**src/design/apls_pkg.sv**
```systemverilog
`timescale 1ns / 1ps
// ----------------------------------------------------------------------------
// ATA PIO LBA28 sequencer package
// Shared codes, constants and the job descriptor passed from the front part
// to the back part through the job queue.
// ----------------------------------------------------------------------------
package apls_pkg;

    localparam int unsigned SECTOR_WORDS  = 256;
    localparam int unsigned DUMMY_READS   = 4;
    localparam int unsigned BUDGET_W      = 20;
    localparam int unsigned WORD_CNT_W    = 9;
    localparam logic [19:0] BUDGET_RESET  = 20'd100000;

    localparam logic [2:0] ACT_INIT       = 3'd0;
    localparam logic [2:0] ACT_READ       = 3'd1;
    localparam logic [2:0] ACT_WRITE      = 3'd2;
    localparam logic [2:0] ACT_REPLY      = 3'd3;
    localparam logic [2:0] ACT_HOST_WORD  = 3'd4;

    localparam logic [2:0] KIND_BYTE_WR   = 3'd0;
    localparam logic [2:0] KIND_WORD_WR   = 3'd1;
    localparam logic [2:0] KIND_BYTE_RD   = 3'd2;
    localparam logic [2:0] KIND_WORD_RD   = 3'd3;
    localparam logic [2:0] KIND_DELAY     = 3'd4;
    localparam logic [2:0] KIND_HOST      = 3'd5;
    localparam logic [2:0] KIND_DONE      = 3'd6;
    localparam logic [2:0] KIND_DATA_REQ  = 3'd7;

    localparam logic [2:0] PORT_NONE      = 3'd0;
    localparam logic [2:0] PORT_COUNT     = 3'd2;
    localparam logic [2:0] PORT_LBA_LO    = 3'd3;
    localparam logic [2:0] PORT_LBA_MID   = 3'd4;
    localparam logic [2:0] PORT_LBA_HI    = 3'd5;
    localparam logic [2:0] PORT_DRIVE     = 3'd6;
    localparam logic [2:0] PORT_CMD       = 3'd7;

    localparam logic [7:0] DRIVE_BASE     = 8'hE0;
    localparam logic [7:0] CMD_IDENTIFY   = 8'hEC;
    localparam logic [7:0] CMD_READ       = 8'h20;
    localparam logic [7:0] CMD_WRITE      = 8'h30;
    localparam logic [7:0] CMD_FLUSH      = 8'hE7;

    localparam logic [7:0] ST_BSY         = 8'h80;
    localparam logic [7:0] ST_DF          = 8'h20;
    localparam logic [7:0] ST_DRQ         = 8'h08;
    localparam logic [7:0] ST_ERR         = 8'h01;

    typedef enum logic [3:0] {
        PH_IDLE,
        PH_FIRST,
        PH_DUMMY,
        PH_POLL,
        PH_IDWORDS,
        PH_RDWORDS,
        PH_WRWORDS
    } phase_t;

    typedef enum logic [1:0] {
        OP_INIT,
        OP_READ,
        OP_WRITE,
        OP_FLUSH
    } op_t;

    typedef enum logic [1:0] {
        JOB_SINGLE,
        JOB_ISSUE,
        JOB_PAIR,
        JOB_FLUSH
    } job_kind_t;

    typedef struct packed {
        job_kind_t   jtype;
        logic [2:0]  kind;
        logic [2:0]  kind2;
        logic [2:0]  port;
        logic [15:0] value;
        logic        ok;
        logic [27:0] lba;
        logic        ready;
    } job_t;

    typedef struct packed {
        logic push;
        logic pop;
    } queue_ctl_t;

    function automatic job_t mk_single(input logic [2:0] kind, input logic [2:0] port,
                                       input logic [15:0] value, input logic ok);
        job_t j;
        j       = '0;
        j.jtype = JOB_SINGLE;
        j.kind  = kind;
        j.port  = port;
        j.value = value;
        j.ok    = ok;
        return j;
    endfunction

endpackage

```
**src/design/apls_front.sv**
```systemverilog
`timescale 1ns / 1ps
// ----------------------------------------------------------------------------
// ATA PIO LBA28 sequencer front part
// Accepts commands, bus replies and host words, runs the protocol state and
// turns each accepted item into at most one job for the back part.
// ----------------------------------------------------------------------------
module apls_front
    import apls_pkg::*;
(
    input  logic        clk,
    input  logic        rst_n,
    input  logic        cfg_wen,
    input  logic [19:0] cfg_wdata,
    input  logic        accept,
    input  logic [2:0]  action,
    input  logic [27:0] lba,
    input  logic [15:0] data_in,
    output logic        job_valid,
    output job_t        job
);

    phase_t                  phase_reg, phase_next;
    op_t                     op_reg, op_next;
    logic                    ready_flag_reg, ready_flag_next;
    logic                    need_drq_reg, need_drq_next;
    logic [BUDGET_W-1:0]     poll_count_reg, poll_count_next;
    logic [BUDGET_W-1:0]     poll_budget_reg;
    logic [2:0]              dummy_count_reg, dummy_count_next;
    logic [WORD_CNT_W-1:0]   word_count_reg, word_count_next;

    logic [7:0]              status;
    logic [2:0]              dummy_inc;
    logic [BUDGET_W-1:0]     poll_inc;
    logic [BUDGET_W-1:0]     poll_check;
    logic [WORD_CNT_W-1:0]   word_inc;
    logic                    budget_hit;
    logic                    words_done;
    logic                    do_try;
    logic                    do_poll_ok;

    always_ff @(posedge clk or negedge rst_n)
    begin
        if (!rst_n)
        begin
            phase_reg       <= PH_IDLE;
            op_reg          <= OP_INIT;
            ready_flag_reg  <= 1'b0;
            need_drq_reg    <= 1'b0;
            poll_count_reg  <= '0;
            dummy_count_reg <= '0;
            word_count_reg  <= '0;
            poll_budget_reg <= BUDGET_RESET;
        end
        else
        begin
            phase_reg       <= phase_next;
            op_reg          <= op_next;
            ready_flag_reg  <= ready_flag_next;
            need_drq_reg    <= need_drq_next;
            poll_count_reg  <= poll_count_next;
            dummy_count_reg <= dummy_count_next;
            word_count_reg  <= word_count_next;
            if (cfg_wen)
            begin
                poll_budget_reg <= cfg_wdata;
            end
        end
    end

    assign status     = data_in[7:0];
    assign dummy_inc  = dummy_count_reg + 3'd1;
    assign poll_inc   = poll_count_reg + 1'b1;
    assign word_inc   = word_count_reg + 1'b1;
    assign poll_check = (phase_reg == PH_POLL) ? poll_inc : poll_count_reg;
    assign budget_hit = (poll_check >= poll_budget_reg);
    assign words_done = (word_inc >= WORD_CNT_W'(SECTOR_WORDS));

    always_comb
    begin
        phase_next       = phase_reg;
        op_next          = op_reg;
        ready_flag_next  = ready_flag_reg;
        need_drq_next    = need_drq_reg;
        poll_count_next  = poll_count_reg;
        dummy_count_next = dummy_count_reg;
        word_count_next  = word_count_reg;
        job_valid        = 1'b0;
        job              = '0;
        do_try           = 1'b0;
        do_poll_ok       = 1'b0;

        if (accept)
        begin
            unique case (action)
                ACT_INIT, ACT_READ, ACT_WRITE:
                begin
                    if (phase_reg == PH_IDLE)
                    begin
                        job_valid = 1'b1;
                        if (action == ACT_INIT)
                        begin
                            ready_flag_next = 1'b0;
                            op_next         = OP_INIT;
                            job             = '0;
                            job.jtype       = JOB_ISSUE;
                            job.value       = {8'd0, CMD_IDENTIFY};
                            phase_next      = PH_FIRST;
                        end
                        else if (!ready_flag_reg)
                        begin
                            job = mk_single(KIND_DONE, PORT_NONE, 16'd0, 1'b0);
                        end
                        else
                        begin
                            op_next          = (action == ACT_READ) ? OP_READ : OP_WRITE;
                            job              = '0;
                            job.jtype        = JOB_ISSUE;
                            job.lba          = lba;
                            job.ok           = 1'b1;
                            job.value        = {8'd0, (action == ACT_READ) ? CMD_READ : CMD_WRITE};
                            need_drq_next    = 1'b1;
                            dummy_count_next = '0;
                            poll_count_next  = '0;
                            phase_next       = PH_DUMMY;
                        end
                    end
                end
                ACT_REPLY:
                begin
                    unique case (phase_reg)
                        PH_FIRST:
                        begin
                            job_valid = 1'b1;
                            if (status == 8'd0)
                            begin
                                phase_next = PH_IDLE;
                                job        = mk_single(KIND_DONE, PORT_NONE, 16'd0, 1'b0);
                            end
                            else
                            begin
                                need_drq_next    = 1'b1;
                                dummy_count_next = '0;
                                poll_count_next  = '0;
                                phase_next       = PH_DUMMY;
                                job = mk_single(KIND_BYTE_RD, PORT_CMD, 16'd0, 1'b0);
                            end
                        end
                        PH_DUMMY:
                        begin
                            job_valid        = 1'b1;
                            dummy_count_next = dummy_inc;
                            if (dummy_inc < 3'(DUMMY_READS))
                            begin
                                job = mk_single(KIND_BYTE_RD, PORT_CMD, 16'd0, 1'b0);
                            end
                            else
                            begin
                                do_try = 1'b1;
                            end
                        end
                        PH_POLL:
                        begin
                            job_valid       = 1'b1;
                            poll_count_next = poll_inc;
                            if ((status & ST_BSY) != 8'd0)
                            begin
                                do_try = 1'b1;
                            end
                            else if ((status & (ST_ERR | ST_DF)) != 8'd0)
                            begin
                                phase_next = PH_IDLE;
                                job        = mk_single(KIND_DONE, PORT_NONE, 16'd0, 1'b0);
                            end
                            else if (!need_drq_reg || ((status & ST_DRQ) != 8'd0))
                            begin
                                do_poll_ok = 1'b1;
                            end
                            else
                            begin
                                do_try = 1'b1;
                            end
                        end
                        PH_IDWORDS:
                        begin
                            job_valid       = 1'b1;
                            word_count_next = word_inc;
                            if (words_done)
                            begin
                                ready_flag_next = 1'b1;
                                phase_next      = PH_IDLE;
                                job = mk_single(KIND_DONE, PORT_NONE, 16'd0, 1'b1);
                            end
                            else
                            begin
                                job = mk_single(KIND_WORD_RD, PORT_NONE, 16'd0, 1'b0);
                            end
                        end
                        PH_RDWORDS:
                        begin
                            job_valid       = 1'b1;
                            word_count_next = word_inc;
                            job             = '0;
                            job.jtype       = JOB_PAIR;
                            job.kind        = KIND_HOST;
                            job.value       = data_in;
                            if (words_done)
                            begin
                                phase_next = PH_IDLE;
                                job.kind2  = KIND_DONE;
                                job.ok     = 1'b1;
                            end
                            else
                            begin
                                job.kind2 = KIND_WORD_RD;
                            end
                        end
                        default:
                        begin
                        end
                    endcase
                end
                ACT_HOST_WORD:
                begin
                    if (phase_reg == PH_WRWORDS)
                    begin
                        job_valid       = 1'b1;
                        word_count_next = word_inc;
                        job             = '0;
                        job.value       = data_in;
                        if (words_done)
                        begin
                            job.jtype        = JOB_FLUSH;
                            op_next          = OP_FLUSH;
                            need_drq_next    = 1'b0;
                            dummy_count_next = '0;
                            poll_count_next  = '0;
                            phase_next       = PH_DUMMY;
                        end
                        else
                        begin
                            job.jtype = JOB_PAIR;
                            job.kind  = KIND_WORD_WR;
                            job.kind2 = KIND_DATA_REQ;
                        end
                    end
                end
                default:
                begin
                end
            endcase

            if (do_try)
            begin
                if (budget_hit)
                begin
                    phase_next = PH_IDLE;
                    job        = mk_single(KIND_DONE, PORT_NONE, 16'd0, 1'b0);
                end
                else
                begin
                    phase_next = PH_POLL;
                    job        = mk_single(KIND_BYTE_RD, PORT_CMD, 16'd0, 1'b0);
                end
            end

            if (do_poll_ok)
            begin
                word_count_next = '0;
                unique case (op_reg)
                    OP_INIT:
                    begin
                        phase_next = PH_IDWORDS;
                        job        = mk_single(KIND_WORD_RD, PORT_NONE, 16'd0, 1'b0);
                    end
                    OP_READ:
                    begin
                        phase_next = PH_RDWORDS;
                        job        = mk_single(KIND_WORD_RD, PORT_NONE, 16'd0, 1'b0);
                    end
                    OP_WRITE:
                    begin
                        phase_next = PH_WRWORDS;
                        job        = mk_single(KIND_DATA_REQ, PORT_NONE, 16'd0, 1'b0);
                    end
                    default:
                    begin
                        phase_next = PH_IDLE;
                        job        = mk_single(KIND_DONE, PORT_NONE, 16'd0, 1'b1);
                    end
                endcase
            end
        end

        job.ready = ready_flag_next;
    end

endmodule

```
**src/design/apls_queue.sv**
```systemverilog
`timescale 1ns / 1ps
// ----------------------------------------------------------------------------
// ATA PIO LBA28 sequencer job queue
// A small first-in first-out store of job descriptors between the front
// part and the back part.
// ----------------------------------------------------------------------------
module apls_queue
    import apls_pkg::*;
#(
    parameter int unsigned DEPTH = 4
)
(
    input  logic       clk,
    input  logic       rst_n,
    input  queue_ctl_t ctl_in,
    input  job_t       wr_job,
    output job_t       rd_job,
    output logic       full,
    output logic       empty
);

    localparam int unsigned PTR_W = (DEPTH > 1) ? $clog2(DEPTH) : 1;
    localparam int unsigned CNT_W = $clog2(DEPTH + 1);

    job_t               store [DEPTH];
    logic [PTR_W-1:0]   wr_ptr_reg, wr_ptr_next;
    logic [PTR_W-1:0]   rd_ptr_reg, rd_ptr_next;
    logic [CNT_W-1:0]   count_reg, count_next;
    logic               do_push;
    logic               do_pop;

    assign full    = (count_reg == CNT_W'(DEPTH));
    assign empty   = (count_reg == '0);
    assign do_push = ctl_in.push && !full;
    assign do_pop  = ctl_in.pop && !empty;
    assign rd_job  = store[rd_ptr_reg];

    always_comb
    begin
        wr_ptr_next = wr_ptr_reg;
        rd_ptr_next = rd_ptr_reg;
        if (do_push)
        begin
            wr_ptr_next = (wr_ptr_reg == PTR_W'(DEPTH - 1)) ? '0 : wr_ptr_reg + 1'b1;
        end
        if (do_pop)
        begin
            rd_ptr_next = (rd_ptr_reg == PTR_W'(DEPTH - 1)) ? '0 : rd_ptr_reg + 1'b1;
        end
        count_next = count_reg + CNT_W'(do_push) - CNT_W'(do_pop);
    end

    always_ff @(posedge clk or negedge rst_n)
    begin
        if (!rst_n)
        begin
            wr_ptr_reg <= '0;
            rd_ptr_reg <= '0;
            count_reg  <= '0;
        end
        else
        begin
            wr_ptr_reg <= wr_ptr_next;
            rd_ptr_reg <= rd_ptr_next;
            count_reg  <= count_next;
        end
    end

    always_ff @(posedge clk)
    begin
        if (do_push)
        begin
            store[wr_ptr_reg] <= wr_job;
        end
    end

endmodule

```
**src/design/apls_back.sv**
```systemverilog
`timescale 1ns / 1ps
// ----------------------------------------------------------------------------
// ATA PIO LBA28 sequencer back part
// Expands each job into its run of result items, one per cycle while the
// output is not stalled, into a registered output stage.
// ----------------------------------------------------------------------------
module apls_back
    import apls_pkg::*;
(
    input  logic        clk,
    input  logic        rst_n,
    input  logic        q_empty,
    input  job_t        q_job,
    output logic        q_pop,
    output logic        out_valid,
    input  logic        out_ready,
    output logic [2:0]  out_kind,
    output logic [2:0]  out_port,
    output logic [15:0] out_value,
    output logic        out_ok,
    output logic        out_rdy_flag,
    output logic        out_last
);

    logic        cur_valid_reg, cur_valid_next;
    job_t        cur_job_reg, cur_job_next;
    logic [2:0]  step_reg, step_next;
    logic        out_valid_reg, out_valid_next;
    logic [2:0]  kind_reg, port_reg;
    logic [15:0] value_reg;
    logic        ok_reg, rdy_reg, last_reg;

    logic        load;
    logic [2:0]  r_kind, r_port;
    logic [15:0] r_value;
    logic        r_ok;
    logic [2:0]  r_final;
    logic        r_last;

    always_comb
    begin
        r_kind  = KIND_BYTE_WR;
        r_port  = PORT_NONE;
        r_value = 16'd0;
        r_ok    = 1'b0;
        r_final = 3'd0;
        unique case (cur_job_reg.jtype)
            JOB_SINGLE:
            begin
                r_kind  = cur_job_reg.kind;
                r_port  = cur_job_reg.port;
                r_value = cur_job_reg.value;
                r_ok    = cur_job_reg.ok;
                r_final = 3'd0;
            end
            JOB_ISSUE:
            begin
                r_final = 3'd7;
                unique case (step_reg)
                    3'd0:
                    begin
                        r_port  = PORT_DRIVE;
                        r_value = {8'd0, DRIVE_BASE | {4'd0, cur_job_reg.lba[27:24]}};
                    end
                    3'd1:
                    begin
                        r_kind = KIND_DELAY;
                    end
                    3'd2:
                    begin
                        r_port  = PORT_COUNT;
                        r_value = {15'd0, cur_job_reg.ok};
                    end
                    3'd3:
                    begin
                        r_port  = PORT_LBA_LO;
                        r_value = {8'd0, cur_job_reg.lba[7:0]};
                    end
                    3'd4:
                    begin
                        r_port  = PORT_LBA_MID;
                        r_value = {8'd0, cur_job_reg.lba[15:8]};
                    end
                    3'd5:
                    begin
                        r_port  = PORT_LBA_HI;
                        r_value = {8'd0, cur_job_reg.lba[23:16]};
                    end
                    3'd6:
                    begin
                        r_port  = PORT_CMD;
                        r_value = cur_job_reg.value;
                    end
                    default:
                    begin
                        r_kind = KIND_BYTE_RD;
                        r_port = PORT_CMD;
                    end
                endcase
            end
            JOB_PAIR:
            begin
                r_final = 3'd1;
                if (step_reg == 3'd0)
                begin
                    r_kind  = cur_job_reg.kind;
                    r_value = cur_job_reg.value;
                end
                else
                begin
                    r_kind = cur_job_reg.kind2;
                    r_ok   = cur_job_reg.ok;
                end
            end
            default:
            begin
                r_final = 3'd3;
                unique case (step_reg)
                    3'd0:
                    begin
                        r_kind  = KIND_WORD_WR;
                        r_value = cur_job_reg.value;
                    end
                    3'd1:
                    begin
                        r_kind = KIND_DELAY;
                    end
                    3'd2:
                    begin
                        r_port  = PORT_CMD;
                        r_value = {8'd0, CMD_FLUSH};
                    end
                    default:
                    begin
                        r_kind = KIND_BYTE_RD;
                        r_port = PORT_CMD;
                    end
                endcase
            end
        endcase
        r_last = (step_reg == r_final);
    end

    assign load = cur_valid_reg && (!out_valid_reg || out_ready);
    assign q_pop = !q_empty && (!cur_valid_reg || (load && r_last));

    always_comb
    begin
        cur_valid_next = cur_valid_reg;
        cur_job_next   = cur_job_reg;
        step_next      = step_reg;
        out_valid_next = out_valid_reg;
        if (out_valid_reg && out_ready)
        begin
            out_valid_next = 1'b0;
        end
        if (load)
        begin
            out_valid_next = 1'b1;
            step_next      = step_reg + 3'd1;
            if (r_last)
            begin
                cur_valid_next = 1'b0;
            end
        end
        if (q_pop)
        begin
            cur_valid_next = 1'b1;
            cur_job_next   = q_job;
            step_next      = 3'd0;
        end
    end

    always_ff @(posedge clk or negedge rst_n)
    begin
        if (!rst_n)
        begin
            cur_valid_reg <= 1'b0;
            step_reg      <= '0;
            out_valid_reg <= 1'b0;
        end
        else
        begin
            cur_valid_reg <= cur_valid_next;
            step_reg      <= step_next;
            out_valid_reg <= out_valid_next;
        end
    end

    always_ff @(posedge clk)
    begin
        cur_job_reg <= cur_job_next;
        if (load)
        begin
            kind_reg  <= r_kind;
            port_reg  <= r_port;
            value_reg <= r_value;
            ok_reg    <= r_ok;
            rdy_reg   <= cur_job_reg.ready;
            last_reg  <= r_last;
        end
    end

    assign out_valid    = out_valid_reg;
    assign out_kind     = kind_reg;
    assign out_port     = port_reg;
    assign out_value    = value_reg;
    assign out_ok       = ok_reg;
    assign out_rdy_flag = rdy_reg;
    assign out_last     = last_reg;

endmodule

```
**src/design/ata_pio_lba28_sequencer_core.sv**
```systemverilog
`timescale 1ns / 1ps
// ----------------------------------------------------------------------------
// ATA PIO LBA28 sequencer core
// Host-side task-file sequencer: commands, bus replies and host words in,
// bus accesses, host words and completion reports out.
//
// Channel   Direction  Carries
// s_axis    in         action (tuser), lba and data_in (tdata)
// m_axis    out        kind (tuser), port_offset/value/success/ready_res
//                      (tdata), last (tlast)
// cfg       in         poll_budget write
//
// The front part takes one item per cycle while the job queue has room.
// Each job leaves the back part at one result per cycle unless m_axis stalls:
// one or two for most items, four for the end of a write, eight for a command
// start. Jobs pass through the job queue and the current-job register to the
// output stage. Reset clears the queue, the output stage and all protocol state.
// ----------------------------------------------------------------------------
module ata_pio_lba28_sequencer_core
    import apls_pkg::*;
#(
    parameter int unsigned QUEUE_DEPTH = 4
)
(
    input  logic        clk,
    input  logic        rst_n,
    input  logic        cfg_wen,
    input  logic [19:0] cfg_wdata,
    input  logic        s_axis_tvalid,
    output logic        s_axis_tready,
    // lba [27:0], data_in [43:28], zero [47:44]
    input  logic [47:0] s_axis_tdata,
    // action [2:0]
    input  logic [2:0]  s_axis_tuser,
    output logic        m_axis_tvalid,
    input  logic        m_axis_tready,
    // port_offset [2:0], value [18:3], success [19], ready_res [20], zero [23:21]
    output logic [23:0] m_axis_tdata,
    // kind [2:0]
    output logic [2:0]  m_axis_tuser,
    output logic        m_axis_tlast
);

    logic       accept;
    logic       job_valid;
    job_t       job_in;
    job_t       job_out;
    queue_ctl_t qctl;
    logic       q_full;
    logic       q_empty;
    logic       q_pop;
    logic [2:0]  o_port;
    logic [15:0] o_value;
    logic        o_ok;
    logic        o_rdy;

    assign s_axis_tready = !q_full;
    assign accept        = s_axis_tvalid && s_axis_tready;

    apls_front u_front (
        .clk       (clk),
        .rst_n     (rst_n),
        .cfg_wen   (cfg_wen),
        .cfg_wdata (cfg_wdata),
        .accept    (accept),
        .action    (s_axis_tuser),
        .lba       (s_axis_tdata[27:0]),
        .data_in   (s_axis_tdata[43:28]),
        .job_valid (job_valid),
        .job       (job_in)
    );

    always_comb
    begin
        qctl.push = accept && job_valid;
        qctl.pop  = q_pop;
    end

    apls_queue #(
        .DEPTH (QUEUE_DEPTH)
    ) u_queue (
        .clk    (clk),
        .rst_n  (rst_n),
        .ctl_in (qctl),
        .wr_job (job_in),
        .rd_job (job_out),
        .full   (q_full),
        .empty  (q_empty)
    );

    apls_back u_back (
        .clk          (clk),
        .rst_n        (rst_n),
        .q_empty      (q_empty),
        .q_job        (job_out),
        .q_pop        (q_pop),
        .out_valid    (m_axis_tvalid),
        .out_ready    (m_axis_tready),
        .out_kind     (m_axis_tuser),
        .out_port     (o_port),
        .out_value    (o_value),
        .out_ok       (o_ok),
        .out_rdy_flag (o_rdy),
        .out_last     (m_axis_tlast)
    );

    assign m_axis_tdata = {3'd0, o_rdy, o_ok, o_value, o_port};

    a_done_is_last: assert property (@(posedge clk) disable iff (!rst_n)
        m_axis_tvalid && (m_axis_tuser == KIND_DONE) |-> m_axis_tlast)
        else $error("completion report not marked as last");

    a_status_read_is_last: assert property (@(posedge clk) disable iff (!rst_n)
        m_axis_tvalid && (m_axis_tuser == KIND_BYTE_RD) |-> m_axis_tlast)
        else $error("status read not marked as last");

    a_no_overflow: assert property (@(posedge clk) disable iff (!rst_n)
        qctl.push |-> !q_full)
        else $error("job pushed into a full queue");

    a_pop_has_data: assert property (@(posedge clk) disable iff (!rst_n)
        q_pop |-> !q_empty)
        else $error("job popped from an empty queue");

endmodule
```
**config.mk**
```make
export PLATFORM = sky130hd
export DESIGN_NAME = ata_pio_lba28_sequencer_core
export DESIGN_NICKNAME = d
export VERILOG_FILES = /design/src/design/apls_pkg.sv /design/src/design/apls_front.sv /design/src/design/apls_queue.sv /design/src/design/apls_back.sv /design/src/design/ata_pio_lba28_sequencer_core.sv
export SDC_FILE = /design/constraint.sdc
export NUM_CORES = 1
export LEC_CHECK = 0
export BUFFER_PORTS_ARGS = -buffer_cell sky130_fd_sc_hd__buf_2
export CAP_MARGIN = 20
export CORE_MARGIN = 8
export CORE_UTILIZATION = 47
export CTS_BUF_LIST = sky130_fd_sc_hd__clkbuf_8 sky130_fd_sc_hd__clkbuf_16
export DETAILED_ROUTE_END_ITERATION = 8
export SLEW_MARGIN = 20
export SYNTH_ARGS = -nofsm -noshare
export SYNTH_HDL_FRONTEND = slang
export SYNTH_SLANG_ARGS = --single-unit
```
**constraint.sdc**
```tcl
create_clock -name clk -period 5.6 [get_ports clk]
set_clock_uncertainty 0.1 [all_clocks]
set_input_delay 0.28 -clock clk [delete_from_list [all_inputs] [get_ports clk]]
set_output_delay 0.28 -clock clk [all_outputs]
set_load 0.01 [all_outputs]
```
==> results of run 1 <==
## layout make-up
class	instances	area share, %
clock inverter	31	1.933
clock buffer	42	5.424
multi-input combinational	650	26.43
inverter	45	0.8908
timing repair buffer	153	5.365
sequential	371	56.96
tap	455	3.002
## routing by layer
metal,wire (µm),track usage (%),share of wire (%),vias to the layer above
met4,516,4.279,1.5,0
met3,1949,3.104,5.7,39
li1,-,-,-,4540
met5,0,0,0,-
met2,15720,26.12,46,261
met1,16260,24.81,47,4742
## worst max-delay path by stage
stage	startpoint	end	slack [ns]	cells past startpoint
after floorplan	u_back.step_reg[2]$_DFFE_PN0P_	u_queue.count_reg[2]$_DFF_PN0_	1.44	12
after global placement	u_front.phase_reg[2]$_DFFE_PN0P_	u_queue.store[0][48]$_DFFE_PP_	1.58	11
after detailed placement	u_front.phase_reg[2]$_DFFE_PN0P_	u_queue.store[1][48]$_DFFE_PP_	1.51	11
after CTS	u_front.phase_reg[2]$_DFFE_PN0P_	u_queue.store[2][48]$_DFFE_PP_	1.48	11
after global routing	u_front.phase_reg[2]$_DFFE_PN0P_	u_queue.store[0][48]$_DFFE_PP_	1.17	11
final	u_front.phase_reg[2]$_DFFE_PN0P_	u_queue.store[3][48]$_DFFE_PP_	1.49	11
## logic make-up after synthesis
kind of cell / Yosys count / share of synthesized area (%)
DFF: 371 / 66.55
and+or+nand+nor: 316 / 9.860
AOI/OAI and AO/OA: 188 / 7.299
buffers and inverters: 103 / 2.693
muxes: 73 / 8.834
adders and majority gates: 40 / 3.117
xor gates and xnor gates: 30 / 1.620
other: 1 / 0.02312
## synth_stat cells (12+ instances only)
cell / number
o21ai_1: 13
and2_1: 59
and3_1: 14
nand4_1: 12
a21oi_1: 46
nand2_1: 80
ha_1: 38
nor3_1: 23
o21ai_0: 51
nand2b_1: 13
mux4_2: 55
edfxtp_1: 300
a31oi_1: 13
xnor2_1: 17
clkbuf_1: 32
nand3_1: 24
xor2_1: 13
dfrtp_1: 65
inv_1: 43
nor2_1: 63
o22ai_1: 12
## through the flow
step / hold WS, ns / util [%] / std cells
2_1_floorplan: -0.1156 / - / 1124
3_3_place_gp: 0.3092 / 49.94 / 1631
3_5_place_dp: 0.3165 / 49.95 / 1631
4_1_cts: 0.0007468 / 55.27 / 1747
5_1_grt: 0.01199 / 55.30 / 1747
6_report: 0.02114 / 55.30 / 1747
## cell usage in the layout, fill, tap and decap left out, types with 14 or more instances in the layout
cell / netlist / routed
a21oi_1: 46 / 46
and2_1: 59 / 55
and3_1: 14 / 14
buf_2: 10 / 97
clkbuf_16: 0 / 40
dfrtp_1: 65 / 63
dlygate4sd3_1: 0 / 43
edfxtp_1: 300 / 300
ha_1: 38 / 38
inv_1: 43 / 52
mux4_2: 55 / 55
nand2_1: 80 / 80
nand3_1: 24 / 24
nor2_1: 63 / 63
nor3_1: 23 / 23
o21ai_0: 51 / 50
o21ai_1: 13 / 14
xnor2_1: 17 / 17
## power breakdown
group / leakage, nW / switching (mW) / internal, mW
clock: 0.718 / 1.07 / 1.67
combinational: 2.65 / 0.799 / 0.746
sequential: 3.56 / 0.337 / 3.35
## repair_timing
action,CTS,global route
setup buffers,0,0
endpoints found under the hold margin,167,0
setup endpoints to repair,0,0
hold buffers,43,0
==> metrics.txt, run 1 <==
row cnt=68; Num CTS Buffers=40; Filler Cell Count=2,773; vias in the first global route=9,706; worst min-delay path class=in -> reg; Reg2Reg Capture Point=u_queue.store[3][48]$_DFFE_PP_; Leak Pwr=6.936 nW; Global Route Usage Sum=17.01%; worst slack, placed=1.509 ns; crit end category=flop; die area=40,700 µm²; Die X=201.8 µm; final worst setup slack=1.493 ns; via count=9,582; CTS tree=built; first-pass GRT wire length=55,250 µm; crit-path cells=nand3b_1 -> buf_4 -> inv_1 -> nand2_1 -> xnor2_1 -> ha_1 -> nand3_1 -> a21oi_1 -> a2111oi_0 -> o2111ai_1 -> a211oi_1; hold path endpoint=u_queue.store[2][4]$_DFFE_PP_; Yosys top cell by area=edfxtp_1; YS warnings=0; total power=7.968 mW; synthesis-stage register bit count=371; Synth top area share=55.55%; post-synth cell types=73; Largest stage delay, worst path=0.59 ns; CTS root buffer=clkbuf_16; via density per instance=5.485; # IOs=106; initial antenna violation count=0; drc violations=0; Clock Latency Late Sink=0.53 ns; Area growth, synth to finish=16.93%; Design Area, Final=18,960 µm²; power per cell area=420.2 nW/µm²; Mapped Area=16,220 µm²; Slew Limit Fails=0; GRT overflow=0; Clock Sinks=371; Synth area leaders=edfxtp_1 56%, dfrtp_1 10%, mux4_2 7.6%, ha_1 2.9%, and2_1 2.3%; Max Cap Viol=0; wire per inst=19.72 µm; RSZ-0062 raised after global routing=false; Final TNS setup=0 ns; register area=10,800 µm²; nets=1,376; Final period util=73.35%; layout cells sized above 1=20.28%; Clk pin slew, worst setup/hold paths=0.06 ns; Initial Util=47.30%; Slowest cell on crit path=dfrtp_1; async set-reset flop share out of synthesis=19.14%; crit-path max FO=20; largest net degree at the start of global routing=72; hold depth=2; outcome=finished clean; Post-Synthesis Cells=1,122; Port Buffers=98; post-route ant nets=0; Crit Path Category=reg -> reg; Clock Tree Buf Depth=3; GP Congestion=0.8698; HPWL Detailed=21,910 µm; Reg-to-Reg Start=u_front.phase_reg[2]$_DFFE_PN0P_; post-CTS sizing=0; Reg2Reg Depth=11; n_diodes=0; drt initial violations=702; worst reg-to-reg setup slack=1.49 ns; Crit path buffers/inverters=2; minimum clock period=4.107 ns; syn avg cell area=14.45 µm²; area of the multi-input gates=5011 µm²; setup violators final=0; Hold Startpoint=s_axis_tdata[3]; post-synthesis sequential area ratio=66.55%; Peak supply drop=0.2311 mV; core footprint=34,290 µm²; Fin. Hold Viols=0; EDFF count, synth=300; CP delay by family, top=compound AO/OA/AOI/OAI gates; H-tree depth=2; max frequency=243.5 MHz; First-pass DRT Iterations=7; top_reg_cell synth=edfxtp_1; critical path arrival=4.28 ns; Largest register FFs=220; placed instance area=17,130 µm²; chip height=201.8 µm; max_slew headroom=35.19%; DRT Wirelength=34,450 µm; startpoint types=flop; slew at the pin with the worst max-slew slack=0.9701 ns; Worst EP required=5.77 ns
No activity file was read; power rests on OpenSTA's default activity.
==> inputs of run 2 (changes only) <==
Settings changed: ABC_AREA from default to 1.
Clock period 5.6 ns to 4 ns, I/O delays scaled along.
==> run 2 against run 1 <==
First-iteration DRC count increased by 7.5%. Flip-flop and latch count unchanged. Combinational power grew 110%. Sequential power up 50%. Total power up 56%. Wire length grew 12%. Sequential share of layout area is 1.6 points lower. Clock power grew 31%. Critical path depth up 5. Largest power group unchanged. Highest routed layer unchanged.
==> metrics.txt, run 2 <==
vias in the first global route=11,230 (+16%); post-route ant nets=0 (unchanged); most common cell after layout, fill and taps aside=edfxtp_1; CTS root buffer=clkbuf_16; Peak supply drop=0.4160 mV (+80%); via density per instance=5.336 (-2.7%); initial antenna violation count=0 (unchanged); Mapped Area=16,530 µm² (+1.9%); worst min-delay path class=in -> reg; DR WL met3=2351 µm (+21%); uppermost routed layer=met4; die area=41,430 µm² (+1.8%); area of the multi-input gates=4911 µm² (-2.0%); Final TNS setup=0 ns (unchanged); slew at the pin with the worst max-slew slack=1.073 ns (+0.1031 ns); largest net degree at the start of global routing=72 (unchanged); Largest register FFs=220 (unchanged); Synth area leaders=edfxtp_1 55%, dfrtp_1 9.8%, o21ai_0 6.4%, nand2_1 5.4%, nor2_1 5.2%; core footprint=34,630 µm² (+0.99%); syn avg cell area=10.64 µm² (-26%); CP delay by family, top=simple AND/OR/NAND/NOR gates; setup repair bufs after CTS=0 (unchanged); Fin. Hold Viols=0 (unchanged); Crit Path Category=reg -> reg; GP Congestion=0.8819 (+1.4%); max_slew headroom=28.37% (-6.8 points); Synth top area share=54.50% (-1.1 points); synthesis-stage register bit count=371 (unchanged); Crit path buffers/inverters=2 (unchanged); dpl cells=2,068 (+27%); layout cells sized above 1=12.32% (-8.0 points); crit-path cells=inv_1 -> nor3_1 -> nand3_1 -> inv_1 -> nand4_1 -> nand3_1 -> o21ai_0 -> ha_1 -> nand2_1 -> nor2_1 -> nand4_1 -> a21oi_1 -> nor2_1 -> nand2_1 -> nand3_1 -> nor2_1; via count=11,740 (+23%); most frequent cell after synthesis=edfxtp_1; n_diodes=0 (unchanged); nets=1,832 (+33%); Psw=4.085 mW (+85%); Filler Cell Count=2,958 (+6.7%); Internal=8.356 mW (+45%); startpoint types=flop; synth cell count leaders=300 x edfxtp_1, 237 x nand2_1, 230 x nor2_1, 212 x o21ai_0, 146 x inv_1; Final period util=82.00% (+8.7 points); CTS tree=built; Yosys top cell by area=edfxtp_1; Max Cap Viol=0 (unchanged); crit end category=flop; minimum clock period=3.280 ns (-0.8275 ns); row cnt=68 (unchanged); Global Route Usage Sum=18.39% (+1.4 points); max frequency=304.9 MHz (+25%); Die X=203.5 µm (+0.88%); Hold WS=0.01723 ns (-0.003911 ns); sequential share of power=44.4% (-1.8 points); Leak Pwr=7.694 nW (+11%); Post-Synthesis Cells=1,553 (+38%); Clock Latency Late Sink=0.53 ns (about the same); Comb power frac=26.7% (+7.3 points); async set-reset flop share out of synthesis=19.14% (unchanged); critical path arrival=3.52 ns (-0.76 ns); Clk pwr share=28.9% (-5.5 points); Area growth, synth to finish=17.95%; post-synth cell types=51 (-30%); drc violations=0 (unchanged); chip height=203.5 µm (+0.88%); Switching Share=32.84% (+5.1 points); met2 WL post-DR=17,860 µm (+14%); # IOs=106 (unchanged); Largest stage delay, worst path=0.46 ns (-0.13 ns); crit-path max FO=8 (-60%); post-synthesis sequential area ratio=65.29% (-1.3 points); Worst EP required=4.24 ns (-1.53 ns); First-pass DRT Iterations=5 (-2); Slowest cell on crit path=dfrtp_1; first-pass GRT wire length=61,200 µm (+11%); Clk pin slew, worst setup/hold paths=0.05 ns (about the same); outcome=finished clean; Num CTS Buffers=41 (+2.5%); Final Util=56.31% (+1.0 points); wire per inst=17.59 µm (-11%); Slew Limit Fails=0 (unchanged); setup violators final=0 (unchanged); DRT Wirelength=38,700 µm (+12%); Port Buffers=98 (unchanged); YS warnings=0 (unchanged); EDFF count, synth=300 (unchanged); HPWL Detailed=24,730 µm (+13%); Clock Sinks=371 (unchanged); RSZ-0062 raised after global routing=false; total power=12.44 mW (+56%); Initial Util=47.73% (+0.44 points); drt initial violations=755 (+7.5%); power per cell area=638.1 nW/µm² (+52%); most frequent cells in the layout=300 x edfxtp_1, 237 x nand2_1, 225 x nor2_1; Clock Tree Buf Depth=3 (unchanged); M1 wire length=17,910 µm (+10%); top_reg_cell synth=edfxtp_1; Finished Layout Cells=2,200 (+26%); register area=10,790 µm² (about the same); H-tree depth=2 (unchanged); GRT overflow=0 (unchanged)
run 2: cell type report:
class / instances / area share [%]
clock buffers: 42 / 5.391
inverters: 152 / 2.926
clock inverters: 29 / 1.187
flip-flops and latches: 371 / 55.36
well taps: 455 / 2.920
repair buffers: 184 / 7.027
multi-input cells: 967 / 25.19
run 2: layer usage:
layer  up-vias  global-route usage, %
met5         -                      0
met1      5670                  26.43
li1       5715                      -
met2       310                  29.04
met4         0                  4.118
met3        45                  3.110
run 2: final timing paths:
path	start	end	cells after the start	slack [ns]
worst max register to register	u_front.poll_count_reg[4]$_DFFE_PN0P_	u_queue.store[1][54]$_DFFE_PP_	16	0.72
worst min register to register	u_back.cur_job_reg[0]$_DFFE_PP_	u_back.out_rdy_flag$_DFFE_PP_	0	0.34
max in group asynchronous	rst_n	u_queue.rd_ptr_reg[0]$_DFFE_PN0P_	2	3.11
min in group asynchronous	rst_n	u_front.poll_budget_reg[6]$_DFFE_PN0P_	2	0.15
worst min-delay path	s_axis_tuser[1]	u_front.op_reg[1]$_DFFE_PN0P_	5	0.02
worst max-delay path	u_front.poll_count_reg[4]$_DFFE_PN0P_	u_queue.store[1][54]$_DFFE_PP_	16	0.72
run 2: per-stage QoR:
stage / area (µm²) / setup slack (ns)
6_report: 19500 / 0.7201
5_1_grt: 19500 / 0.3966
4_1_cts: 19490 / 0.7335
3_5_place_dp: 17600 / 0.7720
3_3_place_gp: 17600 / 0.8321
2_1_floorplan: 16540 / 0.01712
run 2: logic make-up after synthesis:
logic type / share of synthesized area [%]
fa+ha+maj: 2.998
simple gates: 14.05
buf+inv: 5.238
mux: 0.06812
xor+xnor: 0.4769
flops: 65.29
compound gates: 11.85
other cells: 0.02269
run 2: tightest hold or removal path: stages:
cell and delay, ns:
buf_2 0.11, inv_1 0.05, nand2_1 0.10, nand2_1 0.06, o21ai_0 0.07
run 2: power groups by stage:
stage / clock, mW / sequential, mW / combinational [mW]
detailed placement: 0 / 5.59 / 3.30
finish: 3.59 / 5.52 / 3.32
CTS: 3.67 / 5.52 / 3.36
floorplan: 0 / 5.55 / 2.10
global placement: 0 / 5.58 / 3.23
global route: 3.82 / 5.59 / 3.73
run 2: what timing repair did:
action / 4_1_cts / 5_1_grt
gates resized for setup: 0 / 0
endpoints found under the setup margin: 0 / 0
hold buffers: 61 / 0
endpoints found under the hold margin: 228 / 0
==> inputs of run 3 (changes only) <==
Settings changed: PLACE_DENSITY from default to 0.67.
Clock period 4 ns to 2.9 ns, I/O delays scaled along.
==> run 3 against run 2 <==
Non-clock buffer count increased by 56. Combinational power grew 45%. Hold slack improved by 0.012 ns. Register-to-register slack worse by 0.67 ns. Maximum frequency grew 15%. Sequential share of layout area shrank 1.8 points. Count of clock-buffer cells in the layout down 2. Global-route usage up 0.086 points. First-iteration DRC count up 34%. Critical endpoint is now u_queue.store[0][54]$_DFFE_PP_. Via count rose by 2.3%. Cell area up 3.3%.
==> metrics.txt, run 3 (synthesis results as in run 2) <==
outcome=finished clean; Port Buffers=98 (unchanged); crit end category=flop; RSZ-0062 raised after global routing=true; First-pass DRT Iterations=5 (unchanged); initial antenna violation count=0 (unchanged); Clk pin slew, worst setup/hold paths=0.06 ns (about the same); Crit Path Category=reg -> reg; minimum clock period=2.854 ns (-0.4258 ns); Reg-to-Reg Start=u_front.poll_count_reg[1]$_DFFE_PN0P_; Area growth, synth to finish=21.85%; CTS tree=built; Largest register FFs=220 (unchanged); largest net degree at the start of global routing=114 (+58%); crit path launch=u_front.poll_count_reg[1]$_DFFE_PN0P_; Max Cap Viol=0 (unchanged); Final period util=98.41% (+16 points); max_slew headroom=45.83% (+17 points); core footprint=34,630 µm² (unchanged); power per cell area=858.3 nW/µm² (+35%); most frequent cells in the layout=300 x edfxtp_1, 232 x nand2_1, 216 x nor2_1; critical path arrival=3.13 ns (-0.39 ns); Global Route Usage Sum=18.48% (+0.086 points); via count=12,010 (+2.3%); worst min-delay path class=in -> reg; GRT overflow=0 (unchanged); max frequency=350.4 MHz (+15%); Filler Cell Count=2,885 (-2.5%); worst reg-to-reg setup slack=0.05 ns (-0.67 ns); Finished Layout Cells=2,254 (+2.5%); startpoint types=flop; total power=17.29 mW (+39%); via density per instance=5.326 (-0.19%); Worst EP required=3.18 ns (-1.06 ns); H-tree depth=2 (unchanged); n_diodes=0 (unchanged); post-route ant nets=0 (unchanged); Fin. Hold Viols=0 (unchanged); first-pass GRT wire length=61,470 µm (+0.44%); Leak Pwr=7.944 nW (+3.2%); Clock Sinks=371 (unchanged); Die X=203.5 µm (unchanged); dpl cells=2,104 (+1.7%); Hold Startpoint=cfg_wen; Clock Tree Buf Depth=3 (unchanged); CTS root buffer=clkbuf_16; row cnt=68 (unchanged); # IOs=106 (unchanged); most common cell after layout, fill and taps aside=edfxtp_1; die area=41,430 µm² (unchanged); drt initial violations=1,012 (+34%); chip height=203.5 µm (unchanged); setup violators final=0 (unchanged); layout cells sized above 1=16.18% (+3.9 points); Peak supply drop=0.7207 mV (+73%); Clock Latency Late Sink=0.53 ns (about the same); HPWL Detailed=24,950 µm (+0.90%); drc violations=0 (unchanged); wire per inst=17.24 µm (-2.0%); crit-path max FO=4 (-4); vias in the first global route=11,720 (+4.3%); nets=1,885 (+2.9%); GP Congestion=0.8882 (+0.71%); slew at the pin with the worst max-slew slack=0.8117 ns (-0.2616 ns); Slew Limit Fails=0 (unchanged); Num CTS Buffers=38 (-7.3%); DRT Wirelength=38,860 µm (+0.41%); Initial Util=47.73% (unchanged)
run 3: changes by cell type in the layout (fill, tap and decap cells not counted), moves of 6 or more:
| cell | previous run | this run |
|---|---|---|
| buf_4 | 19 | 57 |
| dlygate4sd3_1 | 61 | 76 |
| inv_1 | 157 | 151 |
| nor2_1 | 225 | 216 |
| nor2_2 | 2 | 9 |
| o21ai_0 | 212 | 200 |
| o21ai_1 | 12 | 20 |
run 3: area by class of cell:
cell class                      count  area [µm²]  share of cell area [%]
Multi-Input combinational cell    967        5071                   25.18
Sequential cell                   371       10790                   53.59
Inverter                          152       574.3                   2.851
Tap cell                          455       569.3                   2.826
Clock buffer                       40       989.7                   4.914
Clock inverter                     29       269.0                   1.336
Timing Repair Buffer              240        1874                   9.306
run 3: repair_timing:
item	4_1_cts	5_1_grt
endpoints found under the setup margin	8	10
resized for setup	5	39
endpoints found under the hold margin	227	0
buffers inserted	0	5
hold buffers	76	0
pin swaps	1	23
run 3: stage by stage:
stage                     util [%]  setup TNS, ns  hold slack [ns]  area [µm²]  setup WS (ns)
after floorplan                  -         -46.99          -0.2506       16580        -0.3585
after global placement       51.86        -0.2184           0.1189       17960       -0.03654
after detailed placement     51.86        -0.6972           0.1257       17960       -0.09660
after CTS                    57.75              0        0.0007583       20000       0.004730
after global routing         58.17        -0.8029          0.03493       20140        -0.1279
final                        58.17              0          0.02918       20140        0.04598
run 3: worst max-delay path: stages (launching register included):
cell and delay, ns:
dfrtp_1 0.39, ha_2 0.21, nand2_2 0.06, nor2_4 0.13
nand4_1 0.14, nor2_2 0.19, nand3_2 0.09, nand3_2 0.11
o21ai_2 0.05, ha_1 0.28, nand2_1 0.06, nor2_2 0.14
nand4_1 0.17, nor2_1 0.13, nand2_1 0.09, nand2_4 0.11
nand3_2 0.10, nor2_4 0.14
run 3: path summary, 6_finish.rpt:
path / endpoint / cells after the start
max in group asynchronous: u_front.poll_budget_reg[15]$_DFFE_PN1P_ / 3
min: u_front.poll_budget_reg[1]$_DFFE_PN0P_ / 3
min reg2reg: u_back.out_rdy_flag$_DFFE_PP_ / 0
max: u_queue.store[0][54]$_DFFE_PP_ / 17
min in group asynchronous: u_front.poll_budget_reg[18]$_DFFE_PN0P_ / 2
max reg2reg: u_queue.store[0][54]$_DFFE_PP_ / 17
run 3: power by group:
group          switching, mW  leakage (nW)  total [mW]  internal (mW)
sequential             0.456          3.64        7.61           7.15
combinational           3.24          3.66        4.80           1.56
clock                   1.96         0.649        4.88           2.92
run 3: layer usage:
metal	part of all wire, %	GRT usage, %	vias up
met2	47	30.00	386
li1	-	-	5821
met1	44	25.48	5738
met3	7.2	3.158	60
met5	0	0	-
met4	2.1	4.999	0
